`src/sv/ckp_pkg.sv`:
```
// ----------------------------------------------------------------------------
// ckp_pkg
// Shared types, constants and helper functions of the box keypoint projector.
// ----------------------------------------------------------------------------
package ckp_pkg;

    localparam int CORNER_COUNT = 8;
    localparam logic [3:0] LAST_INDEX = 4'(CORNER_COUNT);
    localparam int QBITS = 22;
    localparam int DIV_STAGES = QBITS + 1;
    localparam int IN_W = 216;
    localparam int OUT_W = 112;

    localparam logic [2:0] REG_HALF_WIDTH   = 3'd0;
    localparam logic [2:0] REG_HALF_HEIGHT  = 3'd1;
    localparam logic [2:0] REG_FOCAL_X      = 3'd2;
    localparam logic [2:0] REG_FOCAL_Y      = 3'd3;
    localparam logic [2:0] REG_CENTER_X     = 3'd4;
    localparam logic [2:0] REG_CENTER_Y     = 3'd5;
    localparam logic [2:0] REG_IMAGE_WIDTH  = 3'd6;
    localparam logic [2:0] REG_IMAGE_HEIGHT = 3'd7;

    localparam logic signed [19:0] U_MAX = 20'sh7FFFF;
    localparam logic signed [19:0] U_MIN = 20'sh80000;
    localparam logic signed [23:0] U_MAX24 = 24'sd524287;
    localparam logic signed [23:0] U_MIN24 = -24'sd524288;
    localparam logic signed [23:0] B_MAX24 = 24'sd32767;
    localparam logic signed [23:0] B_MIN24 = -24'sd32768;
    localparam logic signed [23:0] MARGIN16 = 24'sd320;

    typedef struct packed {
        logic [15:0] half_width;
        logic [15:0] half_height;
        logic [13:0] focal_x;
        logic [13:0] focal_y;
        logic [12:0] center_x;
        logic [12:0] center_y;
        logic [12:0] img_w;
        logic [12:0] img_h;
    } t_cfg;

    typedef struct packed {
        logic [3:0]         idx;
        logic signed [57:0] nu;
        logic signed [57:0] nv;
        logic signed [38:0] z;
    } t_num;

    typedef struct packed {
        logic [3:0] idx;
        logic       behind;
        logic       zf;
        logic       nsu;
        logic       posu;
        logic       negu;
        logic       nsv;
        logic       posv;
        logic       negv;
    } t_side;

    typedef struct packed {
        t_side            side;
        logic [38:0]      d;
        logic [57:0]      remu;
        logic [57:0]      remv;
        logic [QBITS-1:0] qu;
        logic [QBITS-1:0] qv;
        logic             ovfu;
        logic             ovfv;
    } t_dst;

    typedef struct packed {
        logic [3:0]         idx;
        logic signed [19:0] u;
        logic signed [19:0] v;
        logic               behind;
        logic               last;
        logic signed [15:0] bx0;
        logic signed [15:0] by0;
        logic signed [15:0] bx1;
        logic signed [15:0] by1;
        logic               in_img;
    } t_res;

    function automatic logic signed [19:0] proj_fin(
        input logic             zf,
        input logic             pos,
        input logic             nsg,
        input logic             neg,
        input logic             ovf,
        input logic [QBITS-1:0] q,
        input logic             rnz,
        input logic [16:0]      off
    );
        logic signed [23:0] qs;
        logic signed [23:0] sm;
        logic signed [19:0] res;
        qs = neg ? (-$signed({2'd0, q}) - $signed({23'd0, rnz})) : $signed({2'd0, q});
        sm = qs + $signed({7'd0, off});
        if (zf) begin
            res = pos ? U_MAX : (nsg ? U_MIN : $signed({3'd0, off}));
        end else if (ovf) begin
            res = neg ? U_MIN : U_MAX;
        end else if (sm > U_MAX24) begin
            res = U_MAX;
        end else if (sm < U_MIN24) begin
            res = U_MIN;
        end else begin
            res = sm[19:0];
        end
        return res;
    endfunction

    function automatic logic signed [15:0] clamp16(input logic signed [23:0] a);
        logic signed [15:0] res;
        if (a > B_MAX24) begin
            res = 16'sh7FFF;
        end else if (a < B_MIN24) begin
            res = 16'sh8000;
        end else begin
            res = a[15:0];
        end
        return res;
    endfunction

endpackage

```
`src/sv/ckp_box.sv`:
```
// ----------------------------------------------------------------------------
// ckp_box
// Final rounding and saturation, corner extent tracking, squared box output.
// ----------------------------------------------------------------------------
module ckp_box (
    input  logic          i_clk,
    input  logic          i_rst_n,
    input  logic          i_ce,
    input  ckp_pkg::t_cfg i_cfg,
    input  logic          i_valid,
    input  ckp_pkg::t_dst i_st,
    output logic          o_valid,
    output ckp_pkg::t_res o_res
);

    logic               r_f_valid;
    logic [3:0]         r_f_idx;
    logic signed [19:0] r_f_u;
    logic signed [19:0] r_f_v;
    logic               r_f_behind;

    logic               r_g_valid;
    logic [3:0]         r_g_idx;
    logic signed [19:0] r_g_u;
    logic signed [19:0] r_g_v;
    logic               r_g_behind;

    logic signed [19:0] r_umin, r_umax, r_vmin, r_vmax;

    logic signed [23:0] w_xmn, w_xmx, w_ymn, w_ymx, w_xext, w_yext, w_w, w_s;
    logic               w_xmaj;
    logic signed [23:0] r_xmn, r_xmx, r_ymn, r_ymx, r_s;
    logic               r_xmaj;
    logic signed [23:0] w_bx0, w_by0, w_bx1, w_by1;
    logic signed [15:0] w_cx0, w_cy0, w_cx1, w_cy1;
    logic               w_in;
    logic               w_f_last;
    logic               w_g_last;

    always_ff @(posedge i_clk) begin
        if (!i_rst_n) begin
            r_f_valid <= 1'b0;
            r_g_valid <= 1'b0;
            o_valid   <= 1'b0;
        end else if (i_ce) begin
            r_f_valid <= i_valid;
            r_g_valid <= r_f_valid;
            o_valid   <= r_g_valid;
        end
    end

    always_ff @(posedge i_clk) begin
        if (i_ce) begin
            r_f_idx    <= i_st.side.idx;
            r_f_behind <= i_st.side.behind;
            r_f_u <= ckp_pkg::proj_fin(i_st.side.zf, i_st.side.posu, i_st.side.nsu,
                i_st.side.negu, i_st.ovfu, i_st.qu, |i_st.remu, {i_cfg.center_x, 4'd0});
            r_f_v <= ckp_pkg::proj_fin(i_st.side.zf, i_st.side.posv, i_st.side.nsv,
                i_st.side.negv, i_st.ovfv, i_st.qv, |i_st.remv, {i_cfg.center_y, 4'd0});
        end
    end

    assign w_f_last = r_f_idx == ckp_pkg::LAST_INDEX;
    assign w_g_last = r_g_idx == ckp_pkg::LAST_INDEX;

    // corner extent
    always_ff @(posedge i_clk) begin
        if (i_ce && r_f_valid && !w_f_last) begin
            if (r_f_idx == 4'd0) begin
                r_umin <= r_f_u;
                r_umax <= r_f_u;
                r_vmin <= r_f_v;
                r_vmax <= r_f_v;
            end else begin
                if (r_f_u < r_umin) r_umin <= r_f_u;
                if (r_f_u > r_umax) r_umax <= r_f_u;
                if (r_f_v < r_vmin) r_vmin <= r_f_v;
                if (r_f_v > r_vmax) r_vmax <= r_f_v;
            end
        end
    end

    // widened extent and half side of the square
    always_comb begin
        w_xmn  = 24'(r_umin) - ckp_pkg::MARGIN16;
        w_xmx  = 24'(r_umax) + ckp_pkg::MARGIN16;
        w_ymn  = 24'(r_vmin) - ckp_pkg::MARGIN16;
        w_ymx  = 24'(r_vmax) + ckp_pkg::MARGIN16;
        w_xext = w_xmx - w_xmn;
        w_yext = w_ymx - w_ymn;
        w_xmaj = w_xext > w_yext;
        w_w    = w_xmaj ? (w_xext / 24'sd16) : (w_yext / 24'sd16);
        w_s    = (w_w / 24'sd2) * 24'sd32;
    end

    always_ff @(posedge i_clk) begin
        if (i_ce) begin
            r_g_idx    <= r_f_idx;
            r_g_u      <= r_f_u;
            r_g_v      <= r_f_v;
            r_g_behind <= r_f_behind;
            r_xmn      <= w_xmn;
            r_xmx      <= w_xmx;
            r_ymn      <= w_ymn;
            r_ymx      <= w_ymx;
            r_s        <= w_s;
            r_xmaj     <= w_xmaj;
        end
    end

    always_comb begin
        if (r_xmaj) begin
            w_bx0 = r_xmn / 24'sd16;
            w_bx1 = r_xmx / 24'sd16;
            w_by0 = (r_ymx + r_ymn - r_s) / 24'sd32;
            w_by1 = (r_ymx + r_ymn + r_s) / 24'sd32;
        end else begin
            w_by0 = r_ymn / 24'sd16;
            w_by1 = r_ymx / 24'sd16;
            w_bx0 = (r_xmx + r_xmn - r_s) / 24'sd32;
            w_bx1 = (r_xmx + r_xmn + r_s) / 24'sd32;
        end
        w_cx0 = ckp_pkg::clamp16(w_bx0);
        w_cy0 = ckp_pkg::clamp16(w_by0);
        w_cx1 = ckp_pkg::clamp16(w_bx1);
        w_cy1 = ckp_pkg::clamp16(w_by1);
        w_in  = !w_cx0[15] && !w_cy0[15]
             && (17'(w_cx1) < $signed({4'd0, i_cfg.img_w}))
             && (17'(w_cy1) < $signed({4'd0, i_cfg.img_h}));
    end

    always_ff @(posedge i_clk) begin
        if (i_ce) begin
            o_res.idx    <= r_g_idx;
            o_res.u      <= r_g_u;
            o_res.v      <= r_g_v;
            o_res.behind <= r_g_behind;
            o_res.last   <= w_g_last;
            o_res.bx0    <= w_g_last ? w_cx0 : 16'sd0;
            o_res.by0    <= w_g_last ? w_cy0 : 16'sd0;
            o_res.bx1    <= w_g_last ? w_cx1 : 16'sd0;
            o_res.by1    <= w_g_last ? w_cy1 : 16'sd0;
            o_res.in_img <= w_g_last && w_in;
        end
    end

endmodule
```
`config.mk`:
```
export PLATFORM = sky130hd
export DESIGN_NAME = ckp_box
export DESIGN_NICKNAME = d
export VERILOG_FILES = /design/src/sv/ckp_pkg.sv /design/src/sv/ckp_box.sv
export SDC_FILE = /design/constraint.sdc
export NUM_CORES = 1
export LEC_CHECK = 0
export BUFFER_PORTS_ARGS = -buffer_cell sky130_fd_sc_hd__buf_4
export CORE_ASPECT_RATIO = 0.6
export CORE_MARGIN = 3
export CORE_UTILIZATION = 35
export DETAILED_ROUTE_END_ITERATION = 6
export MAX_ROUTING_LAYER = met4
export SYNTH_ARGS = -nofsm -noshare
export SYNTH_HDL_FRONTEND = slang
export SYNTH_SLANG_ARGS = --single-unit
```
`constraint.sdc`:
```
create_clock -name i_clk -period 25.1 [get_ports i_clk]
set_clock_uncertainty 0.2 [all_clocks]
set_input_delay 0 -clock i_clk [delete_from_list [all_inputs] [get_ports i_clk]]
set_output_delay 0 -clock i_clk [all_outputs]
set_load 0.05 [all_outputs]
```
Word-level counts from Yosys, hierarchy flattened
Index checks and enable logic that the tools add are counted.
- register bits: 388
- bits in latches: 0
- memory bits (writable): 0
- memory bits (read-only): 0
- input port bits: 329
- output and inout bits: 112
- logic and storage cells: 159
- memories: 0
- add/subtract/negate cells: 29
- multipliers: 0
- div/mod/pow operators: 0
- magnitude comparators: 19
- eq/ne operators: 2
- shift-type cells: 0
- mux-type cells: 37
- bitwise operators: 11
- reduce and logical (&&, ||, !) cells: 30
- operator list (cell ; number):
    20-bit two-way mux ; 22
    24-bit by 1-bit adder with 24-bit output ; 10
    24-bit two-way mux ; 7
    16-bit two-way mux ; 8
    58-bit OR reduction ; 2
    24-bit by 16-bit > comparator with 1-bit output (second input constant) ; 4
    24-bit by 16-bit less-than comparator with 1-bit output (second input constant) ; 4
    24-bit by 18-bit adder with 24-bit output ; 2
    24-bit adder ; 2
    24-bit by 20-bit > comparator with 1-bit output (second input constant) ; 2
    24-bit by 20-bit less-than comparator with 1-bit output (second input constant) ; 2
    22-bit negation with 24-bit output ; 2
    24-bit by 2-bit subtractor with 24-bit output ; 2
    24-bit subtractor ; 2
    21-bit by 21-bit adder with 22-bit output ; 2
    21-bit by 21-bit subtractor with 22-bit output ; 2
    20-bit by 10-bit adder with 21-bit output (second input constant) ; 2
    20-bit by 10-bit subtractor with 21-bit output (second input constant) ; 2
    20-bit > comparator ; 2
    20-bit less-than comparator ; 2
    16-bit by 14-bit less-than comparator with 1-bit output ; 2
    4-bit OR reduction ; 6
    22-bit > comparator ; 1
    5-bit OR reduction ; 4
    8 further kinds ; 32

Depth between registers and ports, before layout
Gate-level depths: netlist of the first run.
- word-level depth: 14
- gate-level depth with buffers: 48
- gate-level depth less buffers: 46

Worst setup path before layout of the first run
Ideal clock, no wire load.
- kind: register to register
- start point: register r_xmn[0]
- end point: register o_res[0] (netlist bit), data pin
- library setup time: 131 ps
- arrival time: 8445 ps
- data required time: 24769 ps
- slack: 16323 ps
- stages on the path, launching flop included: 44
- path buffers: 2
- period minus slack after synthesis: 8777 ps
- cell sequence: edfxtp_1 ha_1 inv_1 fa_1 nor2b_1 o21ai_0 a21boi_0 o21ai_0 a21boi_0 o21ai_0 a21boi_0 o21ai_0 a21oi_1 a21oi_1 o21ai_0 xor2_1 ha_1 or4_1 [... 8 more ...] and3_1 nor3b_1 nand4_1 nor4_1 a21oi_1 o31a_1 o41a_1 clkbuf_1 a21oi_1 ha_1 a21o_1 a21o_1 a21oi_1 a21oi_1 a221oi_1 o21ai_1 a221oi_1 o211a_1
- elaborated cells between the ends (all ways): 28
- classes of those cells: add/sub: 6; order compare: 5; mux: 6; bitwise: 3; reduce/logical: 8
- RTL lines (what ; RTL line ; source):
    start: declaration ; ckp_box.sv:32 ; logic signed [23:0] r_xmn, r_xmx, r_ymn, r_ymx, r_s;
    start signal: assignment ; ckp_box.sv:102 ; r_xmn <= w_xmn;
    21-bit by 21-bit adder with 22-bit output (*) ; ckp_box.sv:121 ; w_bx1 = (r_xmx + r_xmn + r_s) / 24'sd32;
    24-bit adder (*) ; ckp_box.sv:121 ;
    5-bit OR reduction (no line) ; -- ;
    1-bit bitwise AND (no line) ; -- ;
    24-bit by 1-bit adder with 24-bit output (no line) (*) ; -- ;
    24-bit two-way mux (*) ; ckp_box.sv:112 ; if (r_xmaj) begin
    24-bit by 16-bit less-than comparator with 1-bit output ; ckp_pkg.sv:118 ; end else if (a < B_MIN24) begin
    16-bit two-way mux ; ckp_pkg.sv:118 ;
    16-bit two-way mux (*) ; ckp_pkg.sv:116 ; if (a > B_MAX24) begin
    named net w_cx1[5] ; ckp_box.sv:35 ; logic signed [15:0] w_cx0, w_cy0, w_cx1, w_cy1;
    16-bit by 14-bit less-than comparator with 1-bit output (*) ; ckp_box.sv:128 ; && (17'(w_cx1) < $signed({4'd0, i_cfg.img_w}))
    1-bit logical AND (*) ; ckp_box.sv:128 ;
    1-bit logical AND (*) ; ckp_box.sv:129 ; && (17'(w_cy1) < $signed({4'd0, i_cfg.img_h}));
    1-bit logical AND (*) ; ckp_box.sv:143 ; o_res.in_img <= w_g_last && w_in;
    end: declaration ; ckp_box.sv:13 ; output ckp_pkg::t_res o_res
The timed path passes the listed nets; every way through them passes the cells marked *.
A chain may end at the register's enable or synchronous reset.

Worst setup path in the final report of the first run
Ends and elaborated chain as after synthesis.

==> key figures, run 1 <==
Worst setup path
  • R2r startpoint: r_xmn[0]$_DFFE_PP_
  • CP Data Arrival Time: 12.03 ns
  • Critical Path Source: r_xmn[0]$_DFFE_PP_
  • Slowest-stage cell, CP: nor2_1
  • Crit path capture type: flop
  • CP required: 25.37 ns
  • Worst path max stage delay: 0.71 ns
  • Crit Path Max Fanout: 15
  • Startpoint types: flop
  • WS Path Type: flop to flop

Timing
  • WHS: 0.0310 ns
  • Final hold violations: 0
  • Final setup margin: 13.35 ns
  • RSZ-0062 raised after global routing: false
  • Endpoints failing setup: 0
  • Worst slew pin tran: 1.35 ns
  • Tmin final: 11.75 ns
  • Fin crit share: 46.8%
  • Final Max Slew Viols: 0
  • Rel. slew slack: 9.25%
  • TNS Setup: 0 ns
  • Fmax: 85.1 MHz

Clocking
  • TritonCTS clock tree: built
  • CTS H-tree depth: 2
  • Clock sink count: 388
  • Clock latency on the worst-skew pair: 0.59 ns
  • Num CTS Buffers: 41
  • Bufs on Longest Clock Path: 3
  • Clk root buf: clkbuf_16
  • CTS clock-pin slew for the worst setup and hold paths: 0.07 ns

Floorplanning
  • Die Area: 0.103 sq mm
  • IO Count: 441
  • Row cnt: 88
  • Die Width: 412 um
  • Initial Utilization: 35.7%
  • Die height: 250 um
  • Core area: 0.0971 sq mm

Flow run
  • Maxcap violations: 0

Yosys
  • Ys async rst share: 0%
  • Post-Syn Area per Cell: 9.10 sq um
  • Synth Flop Type: edfxtp_1
  • Syn Nets: 4529
  • Post-Syn Area: 0.0346 sq mm
  • Post-synthesis cell type count: 105
  • Synth Warn #: 0
  • Sequential area share after synthesis: 33.5%
  • Post-synth EDFFs: 385
  • #FFs+latches synth: 388
  • Gate Count Post-Synth: 3808

Layout
  • Register area: 0.0116 sq mm
  • Filler instances: 9612
  • N_diodes: 0
  • Share of cells above drive strength 1: 11.5%
  • Commonest non-fill, non-tap cell in the layout: edfxtp_1
  • Final core utilization: 42.3%
  • Synth-to-layout area growth: 18.5%
  • Most frequent cells in the layout: edfxtp_1, ha_1, buf_4
  • Nets: 4943
  • Post-Layout Cell Count: 5557
  • Multi-input gate area: 0.0214 sq mm

Placed design
  • Gpl congestion: 0.953
  • Buffers on Ports: 341
  • Placed insts: 5367
  • Hpwl dp: 88100 um
  • Pre-CTS WS: 13.57 ns

Pwr
  • Worst vdd ir: 0.0000444 V
  • P_leak: 0.0170 uW
  • Pwr/cell area: 65.0 mW/mm^2

Global route
  • Vias in the first global route: 27891
  • Pin count of the biggest net entering global routing: 74
  • Gr ovfl total: 0
  • Total GRT Usage: 21.0%
  • Initial antenna violation count: 1
  • First-pass GRT wire length: 166000 um

Detailed routing
  • WL met3: 7570 um
  • WL per Instance: 19.6 um
  • Vias post-DR: 30296
  • Routed wire length: 109000 um
  • DRC Markers: 0
  • Met1 wire length: 56700 um
  • First DRT Iteration DRCs: 2668
  • Antenna Nets Post-Route: 0
  • Router iterations before antenna repair: 6
  • DR WL met2: 42700 um
  • Uppermost routed layer: met4
  • Vias per inst: 5.45

Worst hold path
  • Hold WC Path Type: input port to flop
  • Hold Crit Start: i_cfg[0]

Status
  • Status: completed
[synth_stat cells (all sizes together), types with 24 or more instances]
| cell type | count | area [sq um] |
|---|---|---|
| a22oi | 24 | 180 |
| a21o | 94 | 706 |
| a31oi | 52 | 355 |
| nand4 | 53 | 332 |
| nor4 | 68 | 438 |
| nor3 | 95 | 480 |
| clkbuf | 87 | 328 |
| nor2b | 55 | 344 |
| and3 | 43 | 269 |
| xor2 | 102 | 908 |
| xnor2 | 241 | 2120 |
| nor2 | 251 | 942 |
| or3 | 34 | 218 |
| mux2i | 29 | 290 |
| o21ai | 217 | 1090 |
| a211oi | 41 | 318 |
| nand2b | 79 | 494 |
| o21a | 66 | 495 |
| ha | 382 | 4780 |
| and2 | 42 | 263 |
| nand2 | 250 | 938 |
| a21oi | 264 | 1320 |
| o31ai | 35 | 287 |
| edfxtp | 385 | 11600 |
| o211ai | 24 | 180 |
| nand3 | 98 | 495 |
| or2 | 31 | 196 |
| inv | 319 | 1200 |
| o21bai | 26 | 195 |
[power by group]
part | internal, uW | switching [uW] | total (uW) | leakage, uW
Sequential | 769 | 44.3 | 814 | 0.00377
Combinational | 479 | 754 | 1230 | 0.0126
Clock | 345 | 279 | 623 | 0.000644
Total | 1590 | 1080 | 2670 | 0.0170
[final timing paths]
path | endpoint | slack (ns) | cells after the start
max | o_res[0]$_DFFE_PP_ | 13.35 | 42
min | o_res[0]$_DFFE_PP_ | 0.03 | 5
max reg2reg | o_res[0]$_DFFE_PP_ | 13.35 | 42
min reg2reg | o_res[92]$_DFFE_PP_ | 0.20 | 0
[metrics by stage]
step | total power, uW | instance area, sq um
after CTS | 2670 | 41100
after floorplan | 1680 | 34600
after detailed placement | 2010 | 38600
after global routing | 2850 | 41100
final | 2670 | 41100
after global placement | 2010 | 38600
[logic make-up (layout without fill, tap and decap cells)]
logic type	Yosys count	count (layout)	share of synthesized area (%)
buf+inv	424	868	4.67
compound gates	1040	1040	19.9
fa+ha+maj	392	392	14.4
xor+xnor	343	343	8.74
mux	34	34	1.00
flops	388	388	33.5
simple gates	1187	1187	17.8
[registers in the layout, summed over array words and instances (netlist names), 21 cells and up]
register	count
r_ymn	21
r_ymx	21
r_xmx	21
o_res	111
r_xmn	21
[routing by layer]
metal  vias up  global-route usage, %
li1      14932                      -
met5         -                      -
met2       913                   27.8
met1     14343                   33.6
met3       108                   2.51
met4         0                   3.77
[what timing repair did]
item | 4_1_cts | 5_1_grt
gates resized for setup | 0 | 0
setup endpoints to repair | 0 | 0
hold endpoints to repair | 90 | 0
setup buffers | 0 | 0
hold buffers | 117 | 0
[layout make-up]
type                       instances  share of cell area [%]
inverter                         321                    2.93
multi-input combinational       2996                    52.2
timing repair buffer             474                    9.40
clock inverter                    27                   0.652
sequential                       388                    28.3
tap                             1305                    3.98
clock buffer                      46                    2.54
[critical path, delay by kind of cell, from the launching register on]
kind	cells	cell delay (ns)
AOI/OAI and AO/OA	23	5.36
xor gates and xnor gates	2	1.08
adders and majority gates	5	1.60
buffers and inverters	1	0.06
DFF	1	0.36
and+or+nand+nor	11	2.96
Note: power is estimated with default switching activity, not from simulation.
==> inputs of run 2 (changes only) <==
--- a/config.mk
+++ b/config.mk
@@ -5,6 +5,7 @@
 export SDC_FILE = /design/constraint.sdc
 export NUM_CORES = 1
 export LEC_CHECK = 0
+export ABC_AREA = 1
 export BUFFER_PORTS_ARGS = -buffer_cell sky130_fd_sc_hd__buf_4
 export CORE_ASPECT_RATIO = 0.6
 export CORE_MARGIN = 3
==> constraint.sdc (replaced) <==
create_clock -name i_clk -period 11.88 [get_ports i_clk]
set_clock_uncertainty 0.2 [all_clocks]
set_input_delay 0 -clock i_clk [delete_from_list [all_inputs] [get_ports i_clk]]
set_output_delay 0 -clock i_clk [all_outputs]
set_load 0.05 [all_outputs]
==> key figures, run 2 <==
Status
  • Status: completed

Detailed routing
  • Router iterations before antenna repair: 6 (unchanged)
  • First DRT Iteration DRCs: 3011 (+13%)
  • Routed wire length: 111000 um (+2.3%)
  • Antenna Nets Post-Route: 0 (unchanged)
  • DRC Markers: 0 (unchanged)
  • Vias post-DR: 32128 (+6.0%)
  • Vias per inst: 5.10 (-6.4%)
  • WL per Instance: 17.7 um (-9.7%)

Flow run
  • Maxcap violations: 0 (unchanged)

Yosys
  • Post-Syn Area: 0.0348 sq mm (+0.33%)
  • Yosys top cell area share: 33.3% (-0.11 points)
  • Post-synthesis mux area share: 0.0864% (-0.91 points)
  • Ys async rst share: 0% (unchanged)
  • Synth Warn #: 0 (unchanged)
  • #FFs+latches synth: 388 (unchanged)
  • Gate Count Post-Synth: 4507 (+18%)
  • Sequential area share after synthesis: 33.4% (-0.11 points)
  • Post-Syn Area per Cell: 7.71 sq um (-15%)
  • Synth Flop Type: edfxtp_1
  • Post-synth top cells: nand2_1, inv_1, a21oi_1
  • Post-synth EDFFs: 385 (unchanged)
  • Syn Nets: 5228 (+15%)
  • Synth Area in XOR/XNOR: 6.53% (-2.2 points)
  • Compound-gate portion of the synthesized area: 13.5% (-6.4 points)
  • Synth Area in Adders: 14.3% (-0.048 points)
  • Largest family of logic cells by synthesized area: simple AND/OR/NAND/NOR gates
  • Simple logic cell fraction of the synthesized area: 23.5% (+5.8 points)
  • Synth area leader: edfxtp_1
  • Top post-synthesis cells by area: edfxtp_1, ha_1, nand2_1
  • Post-synthesis cell type count: 77 (-27%)
  • Most frequent cell after synthesis: nand2_1

Placed design
  • Buffers on Ports: 341 (unchanged)
  • Gpl congestion: 0.959 (+0.65%)
  • Hpwl dp: 92000 um (+4.4%)
  • Pre-CTS WS: 2.69 ns (-10.88 ns)
  • Placed Area: 0.0388 sq mm (+0.49%)

Clocking
  • Post-CTS Resized: 0 (unchanged)
  • TritonCTS clock tree: built
  • Num CTS Buffers: 41 (unchanged)
  • Clock latency on the worst-skew pair: 0.60 ns (about the same)
  • Clock sink count: 388 (unchanged)
  • CTS clock-pin slew for the worst setup and hold paths: 0.07 ns (about the same)
  • Clk root buf: clkbuf_16
  • Bufs on Longest Clock Path: 3 (unchanged)
  • CTS H-tree depth: 2 (unchanged)

Timing
  • Rel. slew slack: 28.0% (+19 points)
  • Final Max Slew Viols: 0 (unchanged)
  • TNS Setup: 0 ns (unchanged)
  • Worst slew pin tran: 1.07 ns (-0.279 ns)
  • Endpoints failing setup: 0 (unchanged)
  • Fmax: 108 MHz (+27%)
  • Fin crit share: 78.1% (+31 points)
  • Tmin final: 9.28 ns (-2.48 ns)
  • Final setup margin: 2.60 ns (-10.74 ns)
  • RSZ-0062 raised after global routing: false
  • Final hold violations: 0 (unchanged)

Pwr
  • Psw: 3090 uW (+190%)
  • Pwr/cell area: 159 mW/mm^2 (+150%)
  • Logic gate share of total power: 52.9% (+6.7 points)
  • Int Pwr: 3510 uW (+120%)
  • Flop pwr share: 26.8% (-3.7 points)
  • P_leak: 0.0192 uW (+13%)
  • Net Sw Frac: 46.8% (+6.4 points)
  • Worst vdd ir: 0.000139 V (+210%)
  • Clock power share: 20.3% (-3.0 points)

Layout
  • Finished Cell Area: 0.0414 sq mm (+0.83%)
  • Share of cells above drive strength 1: 11.3% (-0.18 points)
  • Commonest non-fill, non-tap cell in the layout: nand2_1
  • Synth-to-layout area growth: 19.1%
  • Nets: 5682 (+15%)
  • Most frequent cells in the layout: nand2_1, inv_1, a21oi_1
  • Largest register FFs: 111 (unchanged)
  • Biggest register: o_res
  • N_diodes: 0 (unchanged)

Floorplanning
  • Die Width: 413 um (+0.16%)
  • Die height: 250 um (+0.16%)
  • Core area: 0.0972 sq mm (+0.11%)
  • Initial Utilization: 35.8% (+0.078 points)
  • Die Area: 0.103 sq mm (+0.33%)
  • IO Count: 441 (unchanged)
  • Row cnt: 88 (unchanged)

Worst hold path
  • Hold path depth: 11 (+6)
  • Hold WC Path Type: input port to flop
  • Hold Crit Start: i_cfg[13]
  • WHS Endpoint: o_res[0]$_DFFE_PP_

Worst setup path
  • Crit Path Max Fanout: 15 (unchanged)
  • RR Endpoint: o_res[0]$_DFFE_PP_
  • WS Path Type: flop to flop
  • Critical Path Source: r_ymn[0]$_DFFE_PP_
  • R2R depth: 53 (+26%)
  • CP most frequent cell: nand2_1
  • Slowest-stage cell, CP: ha_1
  • R2r startpoint: r_ymn[0]$_DFFE_PP_
  • Crit path buffers/inverters: 3 (+2)
  • Crit path capture type: flop
  • Reg2reg setup slack: 2.60 ns (-10.74 ns)
  • Family with the most delay on the worst path: compound AO/OA/AOI/OAI gates
  • CP required: 12.16 ns (-13.21 ns)
  • Startpoint types: flop
  • Worst path max stage delay: 0.46 ns (-0.25 ns)
  • CP Data Arrival Time: 9.55 ns (-2.48 ns)

Global route
  • Total GRT Usage: 21.5% (+0.46 points)
  • Gr ovfl total: 0 (unchanged)
  • First-pass GRT wire length: 169000 um (+2.0%)
  • Pin count of the biggest net entering global routing: 143 (+93%)
  • Vias in the first global route: 29337 (+5.2%)
  • Initial antenna violation count: 0 (-1)
## run 2: cell count changes after synthesis, sizes merged, moves of 112 or more
cell and change:
inv +380, nand2 +736, a21oi +174, nor2 +112, xnor2 -182, nand3 +131
## run 2: repair_timing
action,in CTS,in global routing
endpoints found under the hold margin,93,0
hold buffers,126,0
setup buffers,0,0
## run 2: how the worst max path moves through the flow
stage,to,slack (ns),cells after the start
2_1_floorplan,o_res[0]$_DFFE_PP_,4.25,57
3_5_place_dp,o_res[0]$_DFFE_PP_,2.69,52
3_3_place_gp,o_res[0]$_DFFE_PP_,2.79,55
5_1_grt,o_res[0]$_DFFE_PP_,1.41,52
6_report,o_res[0]$_DFFE_PP_,2.60,53
4_1_cts,o_res[0]$_DFFE_PP_,2.67,52
## run 2: cell families after synthesis
logic type / after synthesis
AND/OR/NAND/NOR: 1873
AO/OA/AOI/OAI: 826
buffers and inverters: 775
adder cells (fa/ha/maj): 392
flip-flops: 388
XOR/XNOR: 250
multiplexers: 3
## run 2: layout make-up
class	instances	area, sq um
clock inverter	29	309
tap	1305	1630
clock buffer	46	1070
inverter	704	2640
multi-input combinational	3344	20200
sequential	388	11600
timing repair buffer	482	3950
fill	9868	55800
## run 2: power by group through the flow
stage               clock network (uW)  logic, uW  registers (uW)
floorplan                            0       2360            1830
global placement                     0       3360            1800
detailed placement                   0       3370            1800
CTS                               1390       3430            1770
global route                      1440       3890            1780
finish                            1340       3490            1770
## run 2: through the flow
step | util (%) | power, uW | std cells | hold slack, ns
after floorplan | - | 4180 | 4507 | -0.101
after global placement | 39.9 | 5150 | 6097 | -0.0217
after detailed placement | 39.9 | 5170 | 6097 | -0.0206
after CTS | 42.6 | 6590 | 6298 | 0.00328
after global routing | 42.6 | 7110 | 6298 | 0.0580
final | 42.6 | 6600 | 6298 | 0.0149
## run 2: worst min-delay path, stage by stage
cell and delay (ns):
buf_4 0.08, nand3_1 0.08, nand2_1 0.06, nand2_1 0.04, nand2_1 0.05, nand2_1 0.04, nand2_1 0.05, nand2_1 0.05
nand2_1 0.06, a21oi_1 0.09, nor2_1 0.11
## run 2: per-layer routing
metal / GRT usage (%) / up-vias / wire, um
met5: - / - / 0
met2: 28.1 / 988 / 42500
li1: - / 16167 / -
met1: 34.5 / 14886 / 58500
met4: 3.39 / 0 / 1560
met3: 3.06 / 87 / 8630
